==> src/design/rrp_pkg.sv <==
// ----------------------------------------------------------------------------
// rrp_pkg
// Types and constants of the multibulk request parser.
// ----------------------------------------------------------------------------
package rrp_pkg;

    // result kinds
    localparam logic [1:0] KIND_PAYLOAD = 2'd0;
    localparam logic [1:0] KIND_ARG_END = 2'd1;
    localparam logic [1:0] KIND_ERROR   = 2'd2;

    // error codes
    localparam logic [2:0] ERR_BAD_STAR    = 3'd0;
    localparam logic [2:0] ERR_BAD_COUNT   = 3'd1;
    localparam logic [2:0] ERR_BAD_DOLLAR  = 3'd2;
    localparam logic [2:0] ERR_BAD_LENGTH  = 3'd3;
    localparam logic [2:0] ERR_BAD_TRAILER = 3'd4;

    // configuration registers
    localparam int         CFG_IDX_W    = 1;
    localparam int         CFG_DATA_W   = 32;
    localparam logic [0:0] CFG_MAX_ARGS = 1'd0;
    localparam logic [0:0] CFG_MAX_LEN  = 1'd1;
    localparam int         MAX_ARGS_W   = 21;
    localparam logic [MAX_ARGS_W-1:0] MAX_ARGS_RST = 21'd1024;
    localparam logic [CFG_DATA_W-1:0] MAX_LEN_RST  = 32'd536870912;

    // result field widths
    localparam int IDX_W     = 20;
    localparam int LEN_OUT_W = 32;

    // ASCII
    localparam logic [7:0] CH_STAR   = 8'h2A;
    localparam logic [7:0] CH_DOLLAR = 8'h24;
    localparam logic [7:0] CH_CR     = 8'h0D;
    localparam logic [7:0] CH_LF     = 8'h0A;
    localparam logic [7:0] CH_ZERO   = 8'h30;
    localparam logic [7:0] CH_NINE   = 8'h39;
    localparam logic [7:0] CH_UPPER_A = 8'h41;
    localparam logic [7:0] CH_UPPER_Z = 8'h5A;
    localparam logic [7:0] CASE_BIT  = 8'h20;

    // header number accumulator: saturates once above 2^NUM_CAP_LOG
    localparam int NUM_CAP_LOG = 40;
    localparam int NUM_W       = NUM_CAP_LOG + 4;

    // input queue
    localparam int QUEUE_DEPTH = 2;
    localparam int QPTR_W      = 1;
    localparam int QCNT_W      = 2;

    typedef struct packed {
        logic       clear;
        logic [7:0] data;
        logic       is_cr;
        logic       is_lf;
        logic       is_digit;
        logic       is_star;
        logic       is_dollar;
        logic       is_upper;
    } item_t;

    typedef struct packed {
        logic  valid;
        item_t item;
    } q_t;

endpackage

==> src/design/resp_request_parser_unit.sv <==
// ----------------------------------------------------------------------------
// resp_request_parser_unit
// Byte-serial multibulk request parser: front queue plus parser back end.
// ----------------------------------------------------------------------------
//  channel  | handshake         | payload
//  ---------+-------------------+----------------------------------------------
//  s_       | s_valid/s_ready   | operation, in_byte
//  m_       | m_valid/m_ready   | result_kind, data_byte, arg_index,
//           |                   | arg_length, request_done, error_code
//  cfg_     | cfg_wr_en         | cfg_index, cfg_wr_data
//
//  One byte per cycle sustained while m_ready is held high; the parser
//  updates its state once per byte (times-ten accumulate by shift and add).
//  An input transaction reaches the result through two registers: queue,
//  then output register.
//  Reset is synchronous; no clearing pass.
//  A stalled m_ side fills the two-entry input queue, then drops s_ready.
// ----------------------------------------------------------------------------
module resp_request_parser_unit
    import rrp_pkg::*;
#(
    parameter int LENGTH_WIDTH = 32,
    parameter int COUNT_WIDTH  = 20
) (
    input  logic                  aclk,
    input  logic                  aresetn,
    input  logic                  cfg_wr_en,
    input  logic [CFG_IDX_W-1:0]  cfg_index,
    input  logic [CFG_DATA_W-1:0] cfg_wr_data,
    input  logic                  s_valid,
    output logic                  s_ready,
    input  logic                  s_operation,
    input  logic [7:0]            s_in_byte,
    output logic                  m_valid,
    input  logic                  m_ready,
    output logic [1:0]            m_result_kind,
    output logic [7:0]            m_data_byte,
    output logic [IDX_W-1:0]      m_arg_index,
    output logic [LEN_OUT_W-1:0]  m_arg_length,
    output logic                  m_request_done,
    output logic [2:0]            m_error_code
);

    q_t   q_item;
    logic q_pop;

    rrp_front u_front (
        .aclk        (aclk),
        .aresetn     (aresetn),
        .s_valid     (s_valid),
        .s_ready     (s_ready),
        .s_operation (s_operation),
        .s_in_byte   (s_in_byte),
        .q_out       (q_item),
        .q_pop       (q_pop)
    );

    rrp_back #(
        .LENGTH_WIDTH (LENGTH_WIDTH),
        .COUNT_WIDTH  (COUNT_WIDTH)
    ) u_back (
        .aclk           (aclk),
        .aresetn        (aresetn),
        .cfg_wr_en      (cfg_wr_en),
        .cfg_index      (cfg_index),
        .cfg_wr_data    (cfg_wr_data),
        .q_in           (q_item),
        .q_pop          (q_pop),
        .m_valid        (m_valid),
        .m_ready        (m_ready),
        .m_result_kind  (m_result_kind),
        .m_data_byte    (m_data_byte),
        .m_arg_index    (m_arg_index),
        .m_arg_length   (m_arg_length),
        .m_request_done (m_request_done),
        .m_error_code   (m_error_code)
    );

endmodule

==> src/design/rrp_front.sv <==
// ----------------------------------------------------------------------------
// rrp_front
// Accepts input transactions, classifies the byte and queues the item.
// ----------------------------------------------------------------------------
module rrp_front
    import rrp_pkg::*;
(
    input  logic       aclk,
    input  logic       aresetn,
    input  logic       s_valid,
    output logic       s_ready,
    input  logic       s_operation,
    input  logic [7:0] s_in_byte,
    output q_t         q_out,
    input  logic       q_pop
);

    item_t              slot_reg [QUEUE_DEPTH];
    logic [QPTR_W-1:0]  wr_ptr_reg, wr_ptr_next;
    logic [QPTR_W-1:0]  rd_ptr_reg, rd_ptr_next;
    logic [QCNT_W-1:0]  count_reg, count_next;
    item_t              in_item;
    logic               push;
    logic               pop;

    always_comb begin
        in_item.clear     = s_operation;
        in_item.data      = s_in_byte;
        in_item.is_cr     = (s_in_byte == CH_CR);
        in_item.is_lf     = (s_in_byte == CH_LF);
        in_item.is_digit  = (s_in_byte >= CH_ZERO) && (s_in_byte <= CH_NINE);
        in_item.is_star   = (s_in_byte == CH_STAR);
        in_item.is_dollar = (s_in_byte == CH_DOLLAR);
        in_item.is_upper  = (s_in_byte >= CH_UPPER_A) && (s_in_byte <= CH_UPPER_Z);
    end

    assign s_ready = (count_reg != QCNT_W'(QUEUE_DEPTH));
    assign push    = s_valid && s_ready;
    assign pop     = q_pop && (count_reg != '0);

    assign q_out.valid = (count_reg != '0);
    assign q_out.item  = slot_reg[rd_ptr_reg];

    always_comb begin
        wr_ptr_next = push ? wr_ptr_reg + QPTR_W'(1) : wr_ptr_reg;
        rd_ptr_next = pop  ? rd_ptr_reg + QPTR_W'(1) : rd_ptr_reg;
        count_next  = count_reg;
        if (push && !pop) begin
            count_next = count_reg + QCNT_W'(1);
        end else if (pop && !push) begin
            count_next = count_reg - QCNT_W'(1);
        end
    end

    always_ff @(posedge aclk) begin
        if (!aresetn) begin
            wr_ptr_reg <= '0;
            rd_ptr_reg <= '0;
            count_reg  <= '0;
        end else begin
            wr_ptr_reg <= wr_ptr_next;
            rd_ptr_reg <= rd_ptr_next;
            count_reg  <= count_next;
        end
    end

    always_ff @(posedge aclk) begin
        if (push) begin
            slot_reg[wr_ptr_reg] <= in_item;
        end
    end

endmodule

==> src/design/rrp_back.sv <==
// ----------------------------------------------------------------------------
// rrp_back
// Parser state machine, limit registers and result output register.
// ----------------------------------------------------------------------------
module rrp_back
    import rrp_pkg::*;
#(
    parameter int LENGTH_WIDTH = 32,
    parameter int COUNT_WIDTH  = 20
) (
    input  logic                  aclk,
    input  logic                  aresetn,
    input  logic                  cfg_wr_en,
    input  logic [CFG_IDX_W-1:0]  cfg_index,
    input  logic [CFG_DATA_W-1:0] cfg_wr_data,
    input  q_t                    q_in,
    output logic                  q_pop,
    output logic                  m_valid,
    input  logic                  m_ready,
    output logic [1:0]            m_result_kind,
    output logic [7:0]            m_data_byte,
    output logic [IDX_W-1:0]      m_arg_index,
    output logic [LEN_OUT_W-1:0]  m_arg_length,
    output logic                  m_request_done,
    output logic [2:0]            m_error_code
);

    localparam logic [1:0] PH_COUNT  = 2'd0;
    localparam logic [1:0] PH_LENGTH = 2'd1;
    localparam logic [1:0] PH_DATA   = 2'd2;
    localparam logic [1:0] PH_STUCK  = 2'd3;

    localparam logic [NUM_W-1:0] NUM_CAP   = NUM_W'(1) << NUM_CAP_LOG;
    localparam logic [NUM_W-1:0] CNT_LIMIT = NUM_W'(1) << COUNT_WIDTH;
    localparam logic [NUM_W-1:0] LEN_MASK  = (NUM_W'(1) << LENGTH_WIDTH) - NUM_W'(1);

    logic [MAX_ARGS_W-1:0]   max_args_reg;
    logic [CFG_DATA_W-1:0]   max_len_reg;

    logic [1:0]              phase_reg, phase_next;
    logic                    started_reg, started_next;
    logic                    prefix_reg, prefix_next;
    logic                    digits_reg, digits_next;
    logic                    bad_reg, bad_next;
    logic                    cr_reg, cr_next;
    logic [NUM_W-1:0]        num_reg, num_next;
    logic                    big_reg, big_next;
    logic [COUNT_WIDTH:0]    args_left_reg, args_left_next;
    logic [COUNT_WIDTH-1:0]  arg_cnt_reg, arg_cnt_next;
    logic [LENGTH_WIDTH-1:0] bulk_len_reg, bulk_len_next;
    logic [LENGTH_WIDTH-1:0] pay_cnt_reg, pay_cnt_next;
    logic                    trl_pos_reg, trl_pos_next;
    logic                    trl_bad_reg, trl_bad_next;

    logic                    out_valid_reg, out_valid_next;
    logic [1:0]              out_kind_reg;
    logic [7:0]              out_data_reg;
    logic [IDX_W-1:0]        out_idx_reg;
    logic [LEN_OUT_W-1:0]    out_len_reg;
    logic                    out_done_reg;
    logic [2:0]              out_code_reg;

    logic                    take;
    item_t                   it;
    logic                    emit;
    logic [1:0]              emit_kind;
    logic [7:0]              emit_data;
    logic [LEN_OUT_W-1:0]    emit_len;
    logic                    emit_done;
    logic [2:0]              emit_code;

    logic [IDX_W+COUNT_WIDTH-1:0]      idx_ext;
    logic [LEN_OUT_W+LENGTH_WIDTH-1:0] len_ext;
    logic                    counting;
    logic                    want_hit;
    logic                    bad_num;
    logic                    last_arg;
    logic [NUM_W-1:0]        num_step;

    assign it       = q_in.item;
    assign take     = q_in.valid && (!out_valid_reg || m_ready);
    assign q_pop    = take;
    assign idx_ext  = {{IDX_W{1'b0}}, arg_cnt_reg};
    assign len_ext  = {{LEN_OUT_W{1'b0}}, bulk_len_reg};
    assign counting = (phase_reg == PH_COUNT);
    assign want_hit = counting ? it.is_star : it.is_dollar;
    assign bad_num  = !digits_reg || bad_reg || big_reg;
    assign last_arg = (args_left_reg <= (COUNT_WIDTH+1)'(1));
    assign num_step = (num_reg << 3) + (num_reg << 1) + NUM_W'(it.data[3:0]);

    always_comb begin
        phase_next     = phase_reg;
        started_next   = started_reg;
        prefix_next    = prefix_reg;
        digits_next    = digits_reg;
        bad_next       = bad_reg;
        cr_next        = cr_reg;
        num_next       = num_reg;
        big_next       = big_reg;
        args_left_next = args_left_reg;
        arg_cnt_next   = arg_cnt_reg;
        bulk_len_next  = bulk_len_reg;
        pay_cnt_next   = pay_cnt_reg;
        trl_pos_next   = trl_pos_reg;
        trl_bad_next   = trl_bad_reg;
        emit           = 1'b0;
        emit_kind      = KIND_ERROR;
        emit_data      = '0;
        emit_len       = '0;
        emit_done      = 1'b0;
        emit_code      = '0;

        if (take) begin
            if (it.clear) begin
                phase_next     = PH_COUNT;
                started_next   = 1'b0;
                prefix_next    = 1'b0;
                digits_next    = 1'b0;
                bad_next       = 1'b0;
                cr_next        = 1'b0;
                num_next       = '0;
                big_next       = 1'b0;
                args_left_next = '0;
                arg_cnt_next   = '0;
                bulk_len_next  = '0;
                pay_cnt_next   = '0;
                trl_pos_next   = 1'b0;
                trl_bad_next   = 1'b0;
            end else begin
                case (phase_reg)
                    PH_STUCK: begin
                    end
                    PH_DATA: begin
                        if (pay_cnt_reg < bulk_len_reg) begin
                            pay_cnt_next = pay_cnt_reg + LENGTH_WIDTH'(1);
                            emit         = 1'b1;
                            emit_kind    = KIND_PAYLOAD;
                            emit_data    = (arg_cnt_reg == '0 && it.is_upper) ?
                                           (it.data | CASE_BIT) : it.data;
                        end else if (!trl_pos_reg) begin
                            trl_pos_next = 1'b1;
                            trl_bad_next = !it.is_cr;
                        end else if (trl_bad_reg || !it.is_lf) begin
                            phase_next = PH_STUCK;
                            emit       = 1'b1;
                            emit_kind  = KIND_ERROR;
                            emit_code  = ERR_BAD_TRAILER;
                        end else begin
                            emit         = 1'b1;
                            emit_kind    = KIND_ARG_END;
                            emit_len     = len_ext[LEN_OUT_W-1:0];
                            emit_done    = last_arg;
                            trl_pos_next = 1'b0;
                            trl_bad_next = 1'b0;
                            pay_cnt_next = '0;
                            started_next = 1'b0;
                            prefix_next  = 1'b0;
                            digits_next  = 1'b0;
                            bad_next     = 1'b0;
                            cr_next      = 1'b0;
                            num_next     = '0;
                            big_next     = 1'b0;
                            if (last_arg) begin
                                args_left_next = '0;
                                arg_cnt_next   = '0;
                                phase_next     = PH_COUNT;
                            end else begin
                                args_left_next = args_left_reg - (COUNT_WIDTH+1)'(1);
                                arg_cnt_next   = arg_cnt_reg + COUNT_WIDTH'(1);
                                phase_next     = PH_LENGTH;
                            end
                        end
                    end
                    default: begin
                        if (cr_reg && it.is_lf) begin
                            // header line complete
                            if (!started_reg || !prefix_reg) begin
                                phase_next = PH_STUCK;
                                emit       = 1'b1;
                                emit_kind  = KIND_ERROR;
                                emit_code  = counting ? ERR_BAD_STAR : ERR_BAD_DOLLAR;
                            end else if (counting) begin
                                if (bad_num || num_reg == '0 ||
                                    num_reg > NUM_W'(max_args_reg) ||
                                    num_reg > CNT_LIMIT) begin
                                    phase_next = PH_STUCK;
                                    emit       = 1'b1;
                                    emit_kind  = KIND_ERROR;
                                    emit_code  = ERR_BAD_COUNT;
                                end else begin
                                    args_left_next = num_reg[COUNT_WIDTH:0];
                                    arg_cnt_next   = '0;
                                    phase_next     = PH_LENGTH;
                                end
                            end else begin
                                if (bad_num || num_reg > NUM_W'(max_len_reg) ||
                                    num_reg > LEN_MASK) begin
                                    phase_next = PH_STUCK;
                                    emit       = 1'b1;
                                    emit_kind  = KIND_ERROR;
                                    emit_code  = ERR_BAD_LENGTH;
                                end else begin
                                    bulk_len_next = num_reg[LENGTH_WIDTH-1:0];
                                    pay_cnt_next  = '0;
                                    trl_pos_next  = 1'b0;
                                    trl_bad_next  = 1'b0;
                                    phase_next    = PH_DATA;
                                end
                            end
                            if (!emit) begin
                                started_next = 1'b0;
                                prefix_next  = 1'b0;
                                digits_next  = 1'b0;
                                bad_next     = 1'b0;
                                cr_next      = 1'b0;
                                num_next     = '0;
                                big_next     = 1'b0;
                            end
                        end else begin
                            // lone CR counts as a line byte
                            if (cr_reg) begin
                                if (!started_next) begin
                                    started_next = 1'b1;
                                    prefix_next  = 1'b0;
                                end else begin
                                    bad_next = 1'b1;
                                end
                                cr_next = 1'b0;
                            end
                            if (it.is_cr) begin
                                cr_next = 1'b1;
                            end else if (!started_next) begin
                                started_next = 1'b1;
                                prefix_next  = want_hit;
                            end else if (!it.is_digit) begin
                                bad_next = 1'b1;
                            end else begin
                                digits_next = 1'b1;
                                if (big_reg || num_reg > NUM_CAP) begin
                                    big_next = 1'b1;
                                end else begin
                                    num_next = num_step;
                                end
                            end
                        end
                    end
                endcase
            end
        end
    end

    always_comb begin
        if (take) begin
            out_valid_next = emit;
        end else if (m_ready) begin
            out_valid_next = 1'b0;
        end else begin
            out_valid_next = out_valid_reg;
        end
    end

    always_ff @(posedge aclk) begin
        if (!aresetn) begin
            max_args_reg  <= MAX_ARGS_RST;
            max_len_reg   <= MAX_LEN_RST;
            phase_reg     <= PH_COUNT;
            started_reg   <= 1'b0;
            prefix_reg    <= 1'b0;
            digits_reg    <= 1'b0;
            bad_reg       <= 1'b0;
            cr_reg        <= 1'b0;
            num_reg       <= '0;
            big_reg       <= 1'b0;
            args_left_reg <= '0;
            arg_cnt_reg   <= '0;
            bulk_len_reg  <= '0;
            pay_cnt_reg   <= '0;
            trl_pos_reg   <= 1'b0;
            trl_bad_reg   <= 1'b0;
            out_valid_reg <= 1'b0;
        end else begin
            if (cfg_wr_en) begin
                case (cfg_index)
                    CFG_MAX_ARGS: max_args_reg <= cfg_wr_data[MAX_ARGS_W-1:0];
                    CFG_MAX_LEN:  max_len_reg  <= cfg_wr_data;
                    default: begin
                    end
                endcase
            end
            phase_reg     <= phase_next;
            started_reg   <= started_next;
            prefix_reg    <= prefix_next;
            digits_reg    <= digits_next;
            bad_reg       <= bad_next;
            cr_reg        <= cr_next;
            num_reg       <= num_next;
            big_reg       <= big_next;
            args_left_reg <= args_left_next;
            arg_cnt_reg   <= arg_cnt_next;
            bulk_len_reg  <= bulk_len_next;
            pay_cnt_reg   <= pay_cnt_next;
            trl_pos_reg   <= trl_pos_next;
            trl_bad_reg   <= trl_bad_next;
            out_valid_reg <= out_valid_next;
        end
    end

    always_ff @(posedge aclk) begin
        if (take && emit) begin
            out_kind_reg <= emit_kind;
            out_data_reg <= emit_data;
            out_idx_reg  <= idx_ext[IDX_W-1:0];
            out_len_reg  <= emit_len;
            out_done_reg <= emit_done;
            out_code_reg <= emit_code;
        end
    end

    assign m_valid        = out_valid_reg;
    assign m_result_kind  = out_kind_reg;
    assign m_data_byte    = out_data_reg;
    assign m_arg_index    = out_idx_reg;
    assign m_arg_length   = out_len_reg;
    assign m_request_done = out_done_reg;
    assign m_error_code   = out_code_reg;

endmodule

==> config.mk <==
export PLATFORM = sky130hd
export DESIGN_NAME = resp_request_parser_unit
export DESIGN_NICKNAME = d
export VERILOG_FILES = /design/src/design/rrp_pkg.sv /design/src/design/resp_request_parser_unit.sv /design/src/design/rrp_front.sv /design/src/design/rrp_back.sv
export SDC_FILE = /design/constraint.sdc
export NUM_CORES = 1
export LEC_CHECK = 0
export CAP_MARGIN = 40
export CORE_ASPECT_RATIO = 1.1
export CORE_MARGIN = 4
export CORE_UTILIZATION = 45
export CTS_BUF_LIST = sky130_fd_sc_hd__clkbuf_4
export DETAILED_ROUTE_END_ITERATION = 8
export DONT_BUFFER_PORTS = 1
export PLACE_DENSITY = 0.61
export SYNTH_ARGS = -nofsm -noshare
export SYNTH_HDL_FRONTEND = slang
export SYNTH_SLANG_ARGS = --single-unit
==> constraint.sdc <==
create_clock -name aclk -period 4.2 [get_ports aclk]
set_clock_uncertainty 0.1 [all_clocks]
set_input_delay 0.63 -clock aclk [delete_from_list [all_inputs] [get_ports aclk]]
set_output_delay 0.63 -clock aclk [all_outputs]
set_load 0.01 [all_outputs]
==> impl_metrics.json, run 1 <==
{
  "wl_per_cell_um": 18.8,
  "crit_end": "u_back.num_reg[36]",
  "p_sw_uw": 3270,
  "layout_common_cells": "237 x nand2_1, 218 x dfxtp_1, 200 x a21oi_1",
  "grt_use_met2_pct": 37.2,
  "swShare_pct": 36.8,
  "cpMaxStageDelayCell": "fa_1",
  "min_path_type": "input pin to flop",
  "p_comb_share_pct": 29.8,
  "r2r-end": "u_back.num_reg[36]",
  "wl_mm": 50.7,
  "rr_worst_depth": 14,
  "setup_viol": 0,
  "cts_max_level": 3,
  "tns_ns": 0,
  "critPathKind": "flop to flop",
  "p_int_uw": 5620,
  "cts_root_buffer": "clkbuf_4",
  "die_width_um": 199,
  "cts_buffers": 86,
  "fin_area_mm2": 0.0206,
  "drv_cap": 0,
  "relSlewSlack_pct": 42.2,
  "cts_tree": "done",
  "detail_route.first_pass.iterations": 5,
  "globalRouteMet3Util_pct": 4.33,
  "gr-usage-met1_pct": 30.5,
  "seqCellArea_mm2": 0.00725,
  "rsz0062_at_grt": "yes",
  "r2r_slack_ns": 0.18,
  "pwr-share-seq_pct": 39.3,
  "gp_routability_congestion": 0.920,
  "synth_cells": 2020,
  "synth-seq-area-share_pct": 40.0,
  "insertion_delay_ns": 0.81,
  "path_cells": "mux2_2 -> fa_1 -> inv_1 -> fa_1 -> nor2b_2 -> o31ai_2 -> a311oi_2 -> o21ai_0 -> a21oi_2 -> a41oi_2 -> o21a_1 -> o21ai_0 -> xnor2_1 -> a32o_1",
  "worst_path_largest_cell_delay_ns": 0.58,
  "grt.total_usage_pct": 23.1,
  "drc_errors": 0,
  "arrival_ns": 4.62,
  "antenna_left": 0,
  "core.rowCount": 76,
  "cts_setup_buffers": 0,
  "nFillCells": 3713,
  "yosys_warnings": 0,
  "slew_violations": 0,
  "cts.sinks": 314,
  "finalNetCount": 2340,
  "period_needed_ns": 4.02,
  "final_common_cell": "nand2_1",
  "required_ns": 4.80,
  "dpl.hpwl_mm": 36.2,
  "ys_async_sr_fraction_pct": 0,
  "worst_setup_path_start_kind": "flop",
  "ioPinCount": 115,
  "placed_cell_area_mm2": 0.0190,
  "yosysUniqueCellTypes": 88,
  "endpoint_kind": "flop",
  "period_share_pct": 95.7,
  "power.leakage_uw": 0.00828,
  "die_height_um": 219,
  "tightest_slew_ns": 0.865,
  "grt_pass1_wl_mm": 80.6,
  "yosys_register_bits": 314,
  "grt_pass1_vias": 15100,
  "busiest_layer": "met2",
  "drtIter0Drc": 1026,
  "antenna_found_initial": 2,
  "final_util_pct": 52.2,
  "synth_fp_nets": 2241,
  "synthToLayoutAreaGrowth_pct": 13.6,
  "synth_area_per_cell_um2": 8.98,
  "dr_total_vias": 15700,
  "cp_max_fo": 4,
  "core_mm2": 0.0395,
  "io_buffers": 0,
  "max_freq_mhz": 249,
  "synthFlopType": "dfxtp_1",
  "syn_area_mm2": 0.0181,
  "largest_reg_flops": 44,
  "power.total_uw": 8900,
  "powerDensity_mw_per_mm2": 432,
  "grt-ovfl-total": 0,
  "irDropWorstVdd_v": 0.000220,
  "drive_gt1_share_pct": 12.4,
  "outcome": "complete, no violations",
  "via_per_inst": 5.81,
  "multi_input_comb_area_mm2": 0.0101,
  "clockPowerShare_pct": 31.0,
  "cts_buffer_depth": 3,
  "final-hold-violation-count": 0,
  "initial_core_util_pct": 46.0,
  "fp.dieArea_mm2": 0.0436,
  "grt_start_max_net_pins": 97,
  "cts.clk_slew.worst_paths_ns": 0.07,
  "synth_edf_count": 96
}
-- worst min path at each step --
stage          depth (start not counted)              startpoint  slack [ns]                       to
6_report                               2                 aresetn        0.09  u_back.args_left_reg[6]
5_1_grt                                2                 aresetn        0.05    u_back.max_len_reg[2]
4_1_cts                                2            s_in_byte[0]       0.001   u_front.slot_reg[0][0]
3_5_place_dp                           2  u_back.max_len_reg[15]        0.35   u_back.max_len_reg[15]
3_3_place_gp                           2      u_back.trl_bad_reg        0.34       u_back.trl_bad_reg
2_1_floorplan                          2      u_back.trl_bad_reg        0.33       u_back.trl_bad_reg
-- power by group through the flow --
stage	Sequential [uW]	Clock [uW]	Combinational, uW
CTS	3490	2860	2630
global placement	3550	0	2520
detailed placement	3560	0	2550
floorplan	3510	0	1840
finish	3490	2760	2650
global route	3520	3020	2910
-- worst max-delay path: cells and delay by family, from the launching register on --
family / cells / cell delay (ns)
multiplexers: 1 / 0.40
buffers and inverters: 1 / 0.07
flip-flops: 1 / 0.39
AND/OR/NAND/NOR: 1 / 0.16
adder cells (fa/ha/maj): 2 / 1.05
AO/OA/AOI/OAI: 8 / 1.64
XOR/XNOR: 1 / 0.09
-- routing by layer --
layer  wire [um]  vias up  part of all wire [%]
li1            -     7666                     -
met1       22100     7425                    44
met2       23800      491                    47
met3        3220       84                   6.4
met4        1520        2                   3.0
met5          13        -                 0.026
-- stage by stage --
| stage | std cells | worst slack, ns | hold WS [ns] |
|---|---|---|---|
| 2_1_floorplan | 2020 | 0.0382 | 0.330 |
| 3_3_place_gp | 2488 | 0.151 | 0.341 |
| 3_5_place_dp | 2493 | 0.0745 | 0.347 |
| 4_1_cts | 2696 | 0.0398 | 0.00142 |
| 5_1_grt | 2697 | -0.0351 | 0.0470 |
| 6_report | 2697 | 0.179 | 0.0857 |
-- Yosys cell counts, drive strengths merged, types with 52 or more instances --
cell type / n / area, um2
nand2: 237 / 890
dfxtp: 218 / 4360
a21oi: 202 / 1010
ha: 172 / 2150
inv: 119 / 447
edfxtp: 96 / 2880
nor2: 94 / 355
o21ai: 90 / 450
clkbuf: 73 / 275
nand4: 68 / 453
nand3: 62 / 323
o31ai: 54 / 419
and2: 52 / 327
-- logic make-up (layout without fill, tap and decap cells) --
kind of cell	after synthesis	after routing	synth area share (%)
adder cells (fa/ha/maj)	175	175	12.1
AND/OR/NAND/NOR	698	698	19.5
AO/OA/AOI/OAI	522	522	18.7
XOR/XNOR	57	57	2.75
other	0	1	0
buffers and inverters	219	388	4.86
multiplexers	35	35	2.10
flip-flops	314	314	40.0
-- layout make-up --
type                       count  share of cell area [%]
tap                          507                    3.08
clock inverter                27                   0.559
antenna                        1                  0.0121
inverter                     119                    2.18
sequential                   314                    35.2
clock buffer                 131                    4.77
multi-input combinational   1487                    49.0
timing repair buffer         111                    5.19
-- what timing repair did --
item | in CTS | in global routing
endpoints found under the hold margin | 177 | 0
setup endpoints to repair | 0 | 10
resized for setup | 0 | 11
hold buffers | 45 | 0
No activity file was read; power rests on OpenSTA's default activity.
==> inputs of run 2 (changes only) <==
- MAX_ROUTING_LAYER: not set -> met4
- RECOVER_POWER: not set -> 50
==> impl_metrics.json, run 2 (same netlist as run 1, synthesis figures left out) <==
{
  "place_ws_ns": 0.0222,
  "final_util_pct": 52.0,
  "grt_pass1_vias": 15100,
  "antenna_left": 0,
  "power.total_uw": 8860,
  "largest_reg_flops": 44,
  "period_needed_ns": 4.00,
  "period_share_pct": 95.3,
  "cts_tree": "done",
  "relSlewSlack_pct": -88.5,
  "detail_route.first_pass.iterations": 6,
  "final_common_cell": "nand2_1",
  "critPathKind": "flop to flop",
  "cts_root_buffer": "clkbuf_4",
  "cts.sinks": 314,
  "core.rowCount": 76,
  "dr_total_vias": 15700,
  "arrival_ns": 4.60,
  "grt-ovfl-total": 0,
  "grt_pass1_wl_mm": 80.0,
  "dpl.hpwl_mm": 36.2,
  "core_mm2": 0.0395,
  "min_path_type": "input pin to flop",
  "finalNetCount": 2337,
  "initial_core_util_pct": 46.0,
  "die_height_um": 219,
  "worst_setup_path_start_kind": "flop",
  "cts.clk_slew.worst_paths_ns": 0.07,
  "max_freq_mhz": 250,
  "insertion_delay_ns": 0.81,
  "synthToLayoutAreaGrowth_pct": 13.1,
  "drtIter0Drc": 1146,
  "powerDensity_mw_per_mm2": 432,
  "tightest_slew_ns": 2.81,
  "layout_common_cells": "237 x nand2_1, 217 x dfxtp_1, 200 x a21oi_1",
  "wl_per_cell_um": 18.9,
  "fin_ws_ns": 0.199,
  "slew_violations": 74,
  "irDropWorstVdd_v": 0.000200,
  "cts_buffer_depth": 3,
  "fp.dieArea_mm2": 0.0436,
  "setup_viol": 0,
  "die_width_um": 199,
  "drc_errors": 0,
  "violations": "capacitance limit, slew limit",
  "grt.total_usage_pct": 23.5,
  "power.leakage_uw": 0.00822,
  "wl_mm": 51.0,
  "drv_cap": 1,
  "nFillCells": 3717,
  "outcome": "finished with violations",
  "grt_start_max_net_pins": 96,
  "cp_max_fo": 4,
  "required_ns": 4.79,
  "via_per_inst": 5.81,
  "ioPinCount": 115,
  "io_buffers": 0,
  "cts_buffers": 88,
  "cts_max_level": 3,
  "endpoint_kind": "flop",
  "gp_routability_congestion": 0.923,
  "antenna_found_initial": 1,
  "final-hold-violation-count": 0,
  "drive_gt1_share_pct": 11.7
}
==> run 2: worst max-delay path, stage by stage (launching register included) <==
cell,delay (ns)
dfxtp_2,0.36
mux2_2,0.41
fa_1,0.54
ha_1,0.31
a21o_1,0.15
nand4_1,0.16
a211o_1,0.35
a211oi_1,0.31
o31ai_1,0.19
o31ai_2,0.32
a21oi_1,0.13
o31a_1,0.26
xnor2_1,0.12
o31ai_1,0.20
==> run 2: through the flow <==
| step | std cells | area (um2) | setup TNS [ns] | hold slack [ns] |
|---|---|---|---|---|
| after global routing | 2698 | 20500 | -0.0214 | 0.0309 |
| after CTS | 2696 | 20500 | 0 | 0.00406 |
| after global placement | 2483 | 18900 | 0 | 0.341 |
| final | 2698 | 20500 | 0 | 0.0839 |
| after floorplan | 2020 | 18100 | 0 | 0.330 |
| after detailed placement | 2487 | 19000 | 0 | 0.347 |
==> run 2: power breakdown <==
group          switching, uW  total (uW)  internal (uW)
sequential               171        3500           3330
combinational           1780        2660            880
clock                   1340        2700           1360
==> run 2: path summary, 6_finish.rpt <==
| path | start | endpoint | slack, ns | depth (start not counted) |
|---|---|---|---|---|
| worst max-delay path | flop | u_back.num_reg[43] | 0.20 | 13 |
| worst min-delay path | s_in_byte[2] | u_front.slot_reg[0][3] | 0.08 | 3 |
| worst max register to register | flop | u_back.num_reg[43] | 0.20 | 13 |
| worst min register to register | u_back.max_len_reg[22] | u_back.max_len_reg[22] | 0.35 | 2 |
==> run 2: final cells by class <==
cell class	instances	area, um2	share of cell area [%]
well taps	507	634	3.09
repair buffers	106	1010	4.95
clock buffers	123	923	4.50
flip-flops and latches	314	7250	35.3
diodes	1	2.50	0.0122
clock inverters	41	161	0.787
multi-input cells	1487	10100	49.2
inverters	119	448	2.18
==> run 2: what timing repair did <==
item | CTS | global route
endpoints found under the hold margin | 177 | 0
hold buffers | 45 | 0
gates resized for setup | 0 | 13
setup endpoints to repair | 0 | 9
setup buffers | 0 | 1
==> run 2: routing by layer <==
layer	global-route usage (%)	routed length [um]	up-vias
li1	-	-	7674
met3	4.55	3100	106
met5	-	0	-
met2	36.8	23600	484
met1	30.4	22600	7412
met4	8.97	1740	0
